==> config.mk <==
export PLATFORM = sky130hd
export DESIGN_NAME = bfqd_flow
export DESIGN_NICKNAME = d
export VERILOG_FILES = /design/src/design/bfqd_pkg.sv /design/src/design/bfqd_flow.sv
export SDC_FILE = /design/constraint.sdc
export NUM_CORES = 1
export LEC_CHECK = 0
export CAP_MARGIN = 5
export CORE_ASPECT_RATIO = 0.9
export CORE_UTILIZATION = 30
export CTS_BUF_LIST = sky130_fd_sc_hd__clkbuf_4 sky130_fd_sc_hd__clkbuf_8
export CTS_CLUSTER_DIAMETER = 40
export DETAILED_ROUTE_END_ITERATION = 10
export DONT_BUFFER_PORTS = 1
export PLACE_DENSITY = 0.5
export SLEW_MARGIN = 20
export SYNTH_ARGS = -nofsm -noshare
export SYNTH_HDL_FRONTEND = slang
export SYNTH_SLANG_ARGS = --single-unit
==> constraint.sdc <==
create_clock -name clock -period 3.15 [get_ports clock]
set_input_delay 0.315 -clock clock [delete_from_list [all_inputs] [get_ports clock]]
set_output_delay 0.315 -clock clock [all_outputs]
set_load 0.01 [all_outputs]
==> src/design/bfqd_pkg.sv <==
// ----------------------------------------------------------------------------
// bfqd_pkg
// Types, constants and saturation helpers for the body-frame drag pipeline.
// ----------------------------------------------------------------------------
package bfqd_pkg;

   // Register stages from input to the result register
   localparam int STAGES = 12;

   // round(0.01 * 2^32), applied as a product taken >> 32
   localparam logic signed [26:0] CENTI_K = 27'sd42949673;
   localparam logic signed [35:0] Q30_ONE = 36'sd1073741824;
   // Product magnitude limit, 2^60
   localparam logic [60:0] MAG_LIM = {1'b1, 60'd0};

   // Configuration register indexes
   localparam logic [2:0] CSR_FORCE_GAIN_X  = 3'd0;
   localparam logic [2:0] CSR_FORCE_GAIN_Y  = 3'd1;
   localparam logic [2:0] CSR_FORCE_GAIN_Z  = 3'd2;
   localparam logic [2:0] CSR_TORQUE_GAIN_X = 3'd3;
   localparam logic [2:0] CSR_TORQUE_GAIN_Y = 3'd4;
   localparam logic [2:0] CSR_TORQUE_GAIN_Z = 3'd5;

   typedef struct packed {
      logic signed [31:0] wind_x;
      logic signed [31:0] wind_y;
      logic signed [31:0] wind_z;
      logic signed [31:0] spin_x;
      logic signed [31:0] spin_y;
      logic signed [31:0] spin_z;
      logic signed [31:0] rot_w;
      logic signed [31:0] rot_x;
      logic signed [31:0] rot_y;
      logic signed [31:0] rot_z;
   } bfqd_req_type;

   typedef struct packed {
      logic signed [47:0] force_x;
      logic signed [47:0] force_y;
      logic signed [47:0] force_z;
      logic signed [47:0] torque_x;
      logic signed [47:0] torque_y;
      logic signed [47:0] torque_z;
   } bfqd_rsp_type;

   typedef struct packed {
      logic [STAGES-1:0] adv;
      logic [STAGES-1:0] vld;
   } bfqd_flow_type;

   function automatic logic signed [31:0] sat32(input logic signed [35:0] v);
      logic signed [31:0] r;
      if (v > 36'sd2147483647) begin
         r = 32'sh7fffffff;
      end else if (v < -36'sd2147483648) begin
         r = 32'sh80000000;
      end else begin
         r = v[31:0];
      end
      return r;
   endfunction

   function automatic logic signed [47:0] sat48(input logic signed [79:0] v);
      logic signed [47:0] r;
      if (v > 80'sd140737488355327) begin
         r = 48'sh7fffffffffff;
      end else if (v < -80'sd140737488355328) begin
         r = 48'sh800000000000;
      end else begin
         r = v[47:0];
      end
      return r;
   endfunction

endpackage

==> src/design/bfqd_flow.sv <==
// ----------------------------------------------------------------------------
// bfqd_flow
// Per-stage valid bits and advance enables; bubbles collapse under a stall.
// ----------------------------------------------------------------------------
module bfqd_flow
   import bfqd_pkg::*;
(
   input  logic          clock,
   input  logic          reset,
   input  logic          req_valid,
   input  logic          rsp_ready,
   output bfqd_flow_type flow_o
);

   logic [STAGES-1:0] vld_ff;
   logic [STAGES-1:0] vld_in;
   logic [STAGES-1:0] adv;

   always_comb begin
      // a stage may advance when the result is taken or some stage at or after it is empty
      for (int k = 0; k < STAGES; k++) begin
         adv[k] = rsp_ready | ~(&(vld_ff | STAGES'((1 << k) - 1)));
      end
      vld_in[0] = adv[0] ? req_valid : vld_ff[0];
      for (int k = 1; k < STAGES; k++) begin
         vld_in[k] = adv[k] ? vld_ff[k-1] : vld_ff[k];
      end
   end

   always_ff @(posedge clock) begin
      if (reset) begin
         vld_ff <= '0;
      end else begin
         vld_ff <= vld_in;
      end
   end

   always_comb begin
      flow_o.adv = adv;
      flow_o.vld = vld_ff;
   end

endmodule

---- Yosys cells after proc, flatten, opt, wreduce, memory -nomap -nowiden ----
Cells that the tools add are included.
storage, ports and cells
  bits of input ports ..................... 4
  register bits ........................... 12
  word-level logic and storage cells ...... 47
  output and inout bits ................... 24
operators by class
  reductions and logical operators ........ 11
  bitwise gates (word level) .............. 24
operators by type and width
  operator              number
  inverter 1 bit        12
  bitwise OR 1 bit      12
  AND reduction 12 bit  1
  AND reduction 11 bit  1
  AND reduction 10 bit  1
  AND reduction 9 bit   1
  AND reduction 8 bit   1
  AND reduction 7 bit   1
  AND reduction 6 bit   1
  AND reduction 5 bit   1
  AND reduction 4 bit   1
  AND reduction 3 bit   1
  AND reduction 2 bit   1

---- Longest topological paths before layout ----
Gate-level depths: netlist of run 1.
  depth in word-level cells ............... 3
  gate-level depth with buffers ........... 4
  depth with buffers taken out ............ 3

---- Worst setup path after synthesis of run 1 ----
No wires, ideal clock.
  path kind ............................... reg2out
  start point ............................. register vld_ff[9]
  end point ............................... output port flow_o[12] in the netlist's numbering
  path slack .............................. 1607 ps
  buffers on the path ..................... 1
  arrival time ............................ 1228 ps
  cell stages (with the launch flop) ...... 5
  data required time ...................... 2835 ps
  cells stage by stage .................... dfxtp_1 -> and2_1 -> buf_4 -> nand3_4 -> or3_1
RTL lines
  what                      line             source
  start: declaration        bfqd_flow.sv:15  logic [STAGES-1:0] vld_ff;
  start signal: assignment  bfqd_flow.sv:34  vld_ff <= vld_in;
  end: declaration          bfqd_flow.sv:12  output bfqd_flow_type flow_o

==> results.py, run 1 <==
metrics = {
    "run_status": {
        "status": "finished, final reports clean",
    },
    "floorplan": {
        "core_sq_um": 1510,
        "rows": 13,
        "die_w_microns": 45.4,
        "dieArea_sq_um": 1870,
        "die_h_microns": 41.1,
        "ios": 28,
        "initial_utilization_pct": 33.7,
    },
    "clock_network": {
        "ctsHtreeMaxLevel": 1,
        "cts_tree": "built",
        "cts_buffers": 3,
        "clk_latency_ps": 270,
        "cts-resized-gates": 0,
        "hold_buffers": 0,
        "cts_setup_buffers": 0,
        "cts.sinks": 12,
        "clock-root-buffer": "clkbuf_4",
        "clockBufferDepth": 2,
        "clk_pin_slew_ps": 70,
    },
    "sta": {
        "maxSlewViolCount": 0,
        "rsz0062_at_grt": "false",
        "setup_tns_ps": 0,
        "max_freq_mhz": 481,
        "skew_ps": 1.91,
        "finalHoldViolations": 0,
        "layout_setup_ws_ps": 1070,
        "min_period_ps": 2080,
        "setup_viol": 0,
        "worst_slew_pin_slew_ps": 376,
        "post-route-period-util_pct": 66.0,
        "maxSlewHeadroom_pct": 75.0,
    },
    "placement": {
        "place.gp.congestion": 0.634,
        "dp_slack_ps": 1350,
        "placed_area_sq_um": 514,
        "port_buffers": 0,
        "dp.final_hpwl_microns": 715,
    },
    "finish": {
        "fin_nets": 64,
        "n_antenna_cell": 0,
        "largest_reg_flops": 12,
        "utilization_pct": 35.5,
        "drive_gt1_share_pct": 8.62,
        "reg_top3": "vld_ff (12)",
        "area_growth_pct": 5.41,
        "fin_area_sq_um": 537,
        "top_register": "vld_ff",
    },
    "min_path": {
        "hold_depth": 1,
        "holdCritStartpoint": "reset",
        "min_to": "vld_ff[7]",
        "hold_class": "input port to register",
    },
    "global_routing": {
        "grt_max_degree": 16,
        "grt_use_total_pct": 11.5,
        "grt_pass1_vias": 311,
        "grt_first_pass_wirelength_microns": 1340,
        "overflow": 0,
        "antenna_found_initial": 0,
    },
    "setup_path": {
        "crit_path_end_kind": "output pin",
        "startpoint_type": "register",
        "rrSetupSlack_ps": 1690,
        "r2r_end": "vld_ff[0]",
        "critical_path_arrival_ps": 1760,
        "critical_path_class": "register to output pin",
        "worstPathMaxFanout": 10,
        "regToRegStartpoint": "vld_ff[10]",
        "rr_worst_depth": 3,
        "cp.required_ps": 2830,
    },
    "power_and_ir_drop": {
        "powerDensity_nw_per_um2": 471,
        "p_leak_nw": 0.167,
        "peakVddDrop_v": 0.000192,
    },
    "logic_synthesis": {
        "ys_seq_elements": 12,
        "yosysUniqueCellTypes": 20,
        "avgSynthCellArea_sq_um": 8.78,
        "yosys_warnings": 0,
        "syn_area_sq_um": 509,
        "syn_nets": 62,
        "yosysSeqAreaShare_pct": 47.2,
        "syn-instance-count": 58,
    },
    "flow_run": {
        "cap_violations": 0,
    },
    "drt": {
        "wl_per_cell_microns": 12.4,
        "drt-total-wl_microns": 991,
        "avgViaCountPerCell": 4.81,
        "drcViolationCount": 0,
        "ant_nets": 0,
        "drt_iter0_drc": 2,
        "firstDrtPassIters": 3,
        "num_vias": 385,
    },
}
[worst max path at each step]
stage	from	slack (ps)	end	depth (start not counted)
2_1_floorplan	vld_ff[9]	1610	flow_o[12]	4
3_3_place_gp	vld_ff[10]	1380	flow_o[12]	3
3_5_place_dp	vld_ff[11]	1350	flow_o[12]	3
4_1_cts	vld_ff[10]	1040	flow_o[12]	3
5_1_grt	vld_ff[10]	930	flow_o[12]	3
6_report	vld_ff[10]	1070	flow_o[12]	3
[worst max-delay path, stage by stage, from the launching register on]
cell and delay (ps):
dfxtp_1 400, and3b_1 420, nand3_4 210, or3_1 470
[per-layer routing]
layer  GRT usage [%]  share of wire [%]  wire length (microns)
met5               0                  0                      0
met2            13.6                 46                    459
met1            13.9                 46                    457
met3            6.61                6.3                     62
met4            11.4                1.2                     12
[logic make-up after synthesis]
| family | share of synthesized area [%] |
|---|---|
| buffers and inverters | 10.3 |
| AND/OR/NAND/NOR | 27.8 |
| AO/OA/AOI/OAI | 14.7 |
| flip-flops | 47.2 |
[cells in the mapped netlist]
| cell type | n | share of area, % |
|---|---|---|
| a21oi_1 | 7 | 6.9 |
| and2_1 | 1 | 1.2 |
| and3_1 | 1 | 1.2 |
| and3b_1 | 1 | 1.7 |
| buf_4 | 1 | 1.5 |
| buf_6 | 1 | 2.2 |
| clkbuf_1 | 1 | 0.74 |
| dfxtp_1 | 12 | 47 |
| inv_1 | 8 | 5.9 |
| nand2_1 | 4 | 2.9 |
| nand2b_1 | 4 | 4.9 |
| nand3_1 | 2 | 2.0 |
| nand3_4 | 1 | 3.4 |
| nand4_1 | 2 | 2.5 |
| nor2_1 | 4 | 2.9 |
| o31ai_1 | 2 | 2.9 |
| o32ai_1 | 1 | 1.7 |
| o41ai_2 | 1 | 3.2 |
| or2_1 | 2 | 2.5 |
| or3_1 | 2 | 2.5 |
[through the flow]
step / instances / power (W) / hold WS [ps]
2_1_floorplan: 58 / 0.000165 / 414
3_3_place_gp: 77 / 0.000164 / 386
3_5_place_dp: 77 / 0.000164 / 387
4_1_cts: 80 / 0.000263 / 86.3
5_1_grt: 80 / 0.000268 / 78.8
6_report: 80 / 0.000253 / 109
[cells in the final DEF, fill, tap and decap left out]
master	Yosys	routed
or2_1	2	2
nand2b_1	4	4
and3b_1	1	1
or3_1	2	2
nand4_1	2	2
a21oi_1	7	7
o31ai_1	2	2
and2_1	1	1
nor2_1	4	4
inv_1	8	8
o32ai_1	1	1
nand2_1	4	4
and3_1	1	1
nand3_4	1	1
nand3_1	2	2
clkbuf_4	0	3
dfxtp_1	12	12
o41ai_2	1	1
[report_power, final]
group           total (W)  leakage (nW)  internal [W]  switching, W
Combinational  0.00000385        0.0558    0.00000253    0.00000132
Clock           0.0000925        0.0138     0.0000442     0.0000483
Sequential       0.000157        0.0972      0.000154    0.00000294
[final cells by class]
cell class | instances | area, sq um
fillers | 165 | 976
flip-flops and latches | 12 | 240
multi-input cells | 35 | 216
inverters | 8 | 30.0
well taps | 22 | 27.5
clock buffers | 3 | 22.5
(Power assumes the default switching activity.)
==> inputs of run 2 (changes only) <==
--- a/config.mk
+++ b/config.mk
@@ -12,7 +12,7 @@
 export CTS_CLUSTER_DIAMETER = 40
 export DETAILED_ROUTE_END_ITERATION = 10
 export DONT_BUFFER_PORTS = 1
-export PLACE_DENSITY = 0.5
+export PLACE_DENSITY = 0.51
 export SLEW_MARGIN = 20
 export SYNTH_ARGS = -nofsm -noshare
 export SYNTH_HDL_FRONTEND = slang
==> constraint.sdc (replaced) <==
create_clock -name clock -period 1.7 [get_ports clock]
set_input_delay 0.17 -clock clock [delete_from_list [all_inputs] [get_ports clock]]
set_output_delay 0.17 -clock clock [all_outputs]
set_load 0.01 [all_outputs]
==> results.py, run 2 (synthesized netlist as in run 1, its figures left out) <==
metrics = {
    "sta": {
        "post-route-period-util_pct": 94.9,
        "skew_ps": 12.8,
        "min_period_ps": 1610,
        "maxSlewHeadroom_pct": 70.0,
        "finalHoldViolations": 0,
        "setup_viol": 0,
        "maxSlewViolCount": 0,
        "max_freq_mhz": 620,
        "layout_setup_ws_ps": 86.5,
        "worst_slew_pin_slew_ps": 449,
        "rsz0062_at_grt": "false",
        "setup_tns_ps": 0,
    },
    "clock_network": {
        "clk_pin_slew_ps": 80,
        "ctsHtreeMaxLevel": 1,
        "clk_latency_ps": 280,
        "cts_buffers": 3,
        "clockBufferDepth": 2,
        "clock-root-buffer": "clkbuf_4",
        "cts_tree": "built",
        "cts.sinks": 12,
    },
    "finish": {
        "fin_nets": 72,
        "final_cell_mix": "8 x inv_1, 7 x a21oi_1, 7 x dfxtp_1",
        "final_common_cell": "inv_1",
        "area_growth_pct": 26.8,
        "reg_top3": "vld_ff (12)",
        "n_antenna_cell": 0,
        "utilization_pct": 42.7,
        "drive_gt1_share_pct": 32.8,
        "top_register": "vld_ff",
        "largest_reg_flops": 12,
        "fin_area_sq_um": 646,
    },
    "power_and_ir_drop": {
        "p_leak_nw": 0.215,
        "finalPower_w": 0.000532,
        "powerDensity_nw_per_um2": 825,
        "peakVddDrop_v": 0.000510,
    },
    "placement": {
        "dp_slack_ps": 214,
        "placed_area_sq_um": 544,
        "port_buffers": 0,
        "place.gp.congestion": 0.613,
        "dp.final_hpwl_microns": 753,
    },
    "floorplan": {
        "rows": 13,
        "initial_utilization_pct": 33.7,
        "core_sq_um": 1510,
        "die_w_microns": 45.4,
        "ios": 28,
        "dieArea_sq_um": 1870,
        "die_h_microns": 41.1,
    },
    "flow_run": {
        "cap_violations": 0,
    },
    "min_path": {
        "hold_class": "input port to register",
        "min_to": "vld_ff[0]",
        "hold_depth": 2,
        "holdCritStartpoint": "req_valid",
    },
    "setup_path": {
        "cp.required_ps": 1530,
        "worstPathMaxFanout": 6,
        "crit_family": "simple AND/OR/NAND/NOR gates",
        "critical_path_class": "register to output pin",
        "worst-path-buf-inv": 0,
        "slowest_delay_ps": 430,
        "rrSetupSlack_ps": 460,
        "r2r_end": "vld_ff[4]",
        "cp_cell_sequence": "and3_4, nand3_4, or3_4",
        "critical_path_arrival_ps": 1440,
        "rr_worst_depth": 4,
        "crit_path_end_kind": "output pin",
        "startpoint_type": "register",
        "slowest_stage": "or3_4",
        "regToRegStartpoint": "vld_ff[11]",
    },
    "drt": {
        "drt-total-wl_microns": 1130,
        "wl_per_cell_microns": 12.7,
        "num_vias": 428,
        "drt_iter0_drc": 7,
        "drcViolationCount": 0,
        "ant_nets": 0,
        "avgViaCountPerCell": 4.81,
        "firstDrtPassIters": 4,
    },
    "global_routing": {
        "overflow": 0,
        "grt_pass1_vias": 346,
        "grt_use_total_pct": 12.5,
        "antenna_found_initial": 0,
        "grt_max_degree": 12,
        "grt_first_pass_wirelength_microns": 1530,
    },
    "run_status": {
        "status": "finished, final reports clean",
    },
}
run 2: power breakdown:
group	total (W)	internal [W]	switching [W]	leakage, nW
combinational	0.0000161	0.00000817	0.00000797	0.0935
clock	0.000228	0.000130	0.0000980	0.0210
sequential	0.000288	0.000283	0.00000497	0.100
total	0.000532	0.000421	0.000111	0.215
run 2: per-layer routing:
metal	routed length (microns)	part of all wire, %	vias up	GRT usage (%)
met5	0	0	-	0
met3	117	10	2	10.1
met4	9	0.80	0	4.55
li1	-	-	214	-
met2	511	45	19	18.2
met1	490	43	193	13.5
run 2: layout make-up:
type	count	area, sq um
flip-flops and latches	12	249
repair buffers	7	57.6
inverters	8	30.0
clock buffers	4	36.3
well taps	22	27.5
multi-input cells	36	245
fillers	158	867
run 2: how the worst max path moves through the flow:
stage                 end  slack (ps)  cells after the start  startpoint
3_3_place_gp   flow_o[12]         200                      3   vld_ff[7]
6_report       flow_o[12]          90                      3   vld_ff[7]
5_1_grt        flow_o[12]          20                      3   vld_ff[7]
4_1_cts        flow_o[12]          10                      3  vld_ff[11]
3_5_place_dp   flow_o[12]         210                      3   vld_ff[8]
2_1_floorplan  flow_o[12]         300                      4   vld_ff[9]
run 2: worst register-to-register path, stage by stage (launching register included):
cell	delay [ps]
dfxtp_2	360
and3b_2	240
buf_4	170
nand4_1	200
a21oi_1	210
run 2: timing repair:
item / CTS / global route
endpoints found under the hold margin: 11 / 1
setup buffers: 0 / 1
cloned: 0 / 1
hold buffers: 1 / 1
setup endpoints to repair: 2 / 2
gates resized for setup: 6 / 6
pin swaps: 0 / 1
run 2: per-stage QoR:
| step | hold slack [ps] | cells |
|---|---|---|
| floorplan | 269 | 58 |
| global placement | 241 | 81 |
| detailed placement | 242 | 81 |
| CTS | 2.51 | 86 |
| global route | 14.5 | 89 |
| finish | 22.0 | 89 |
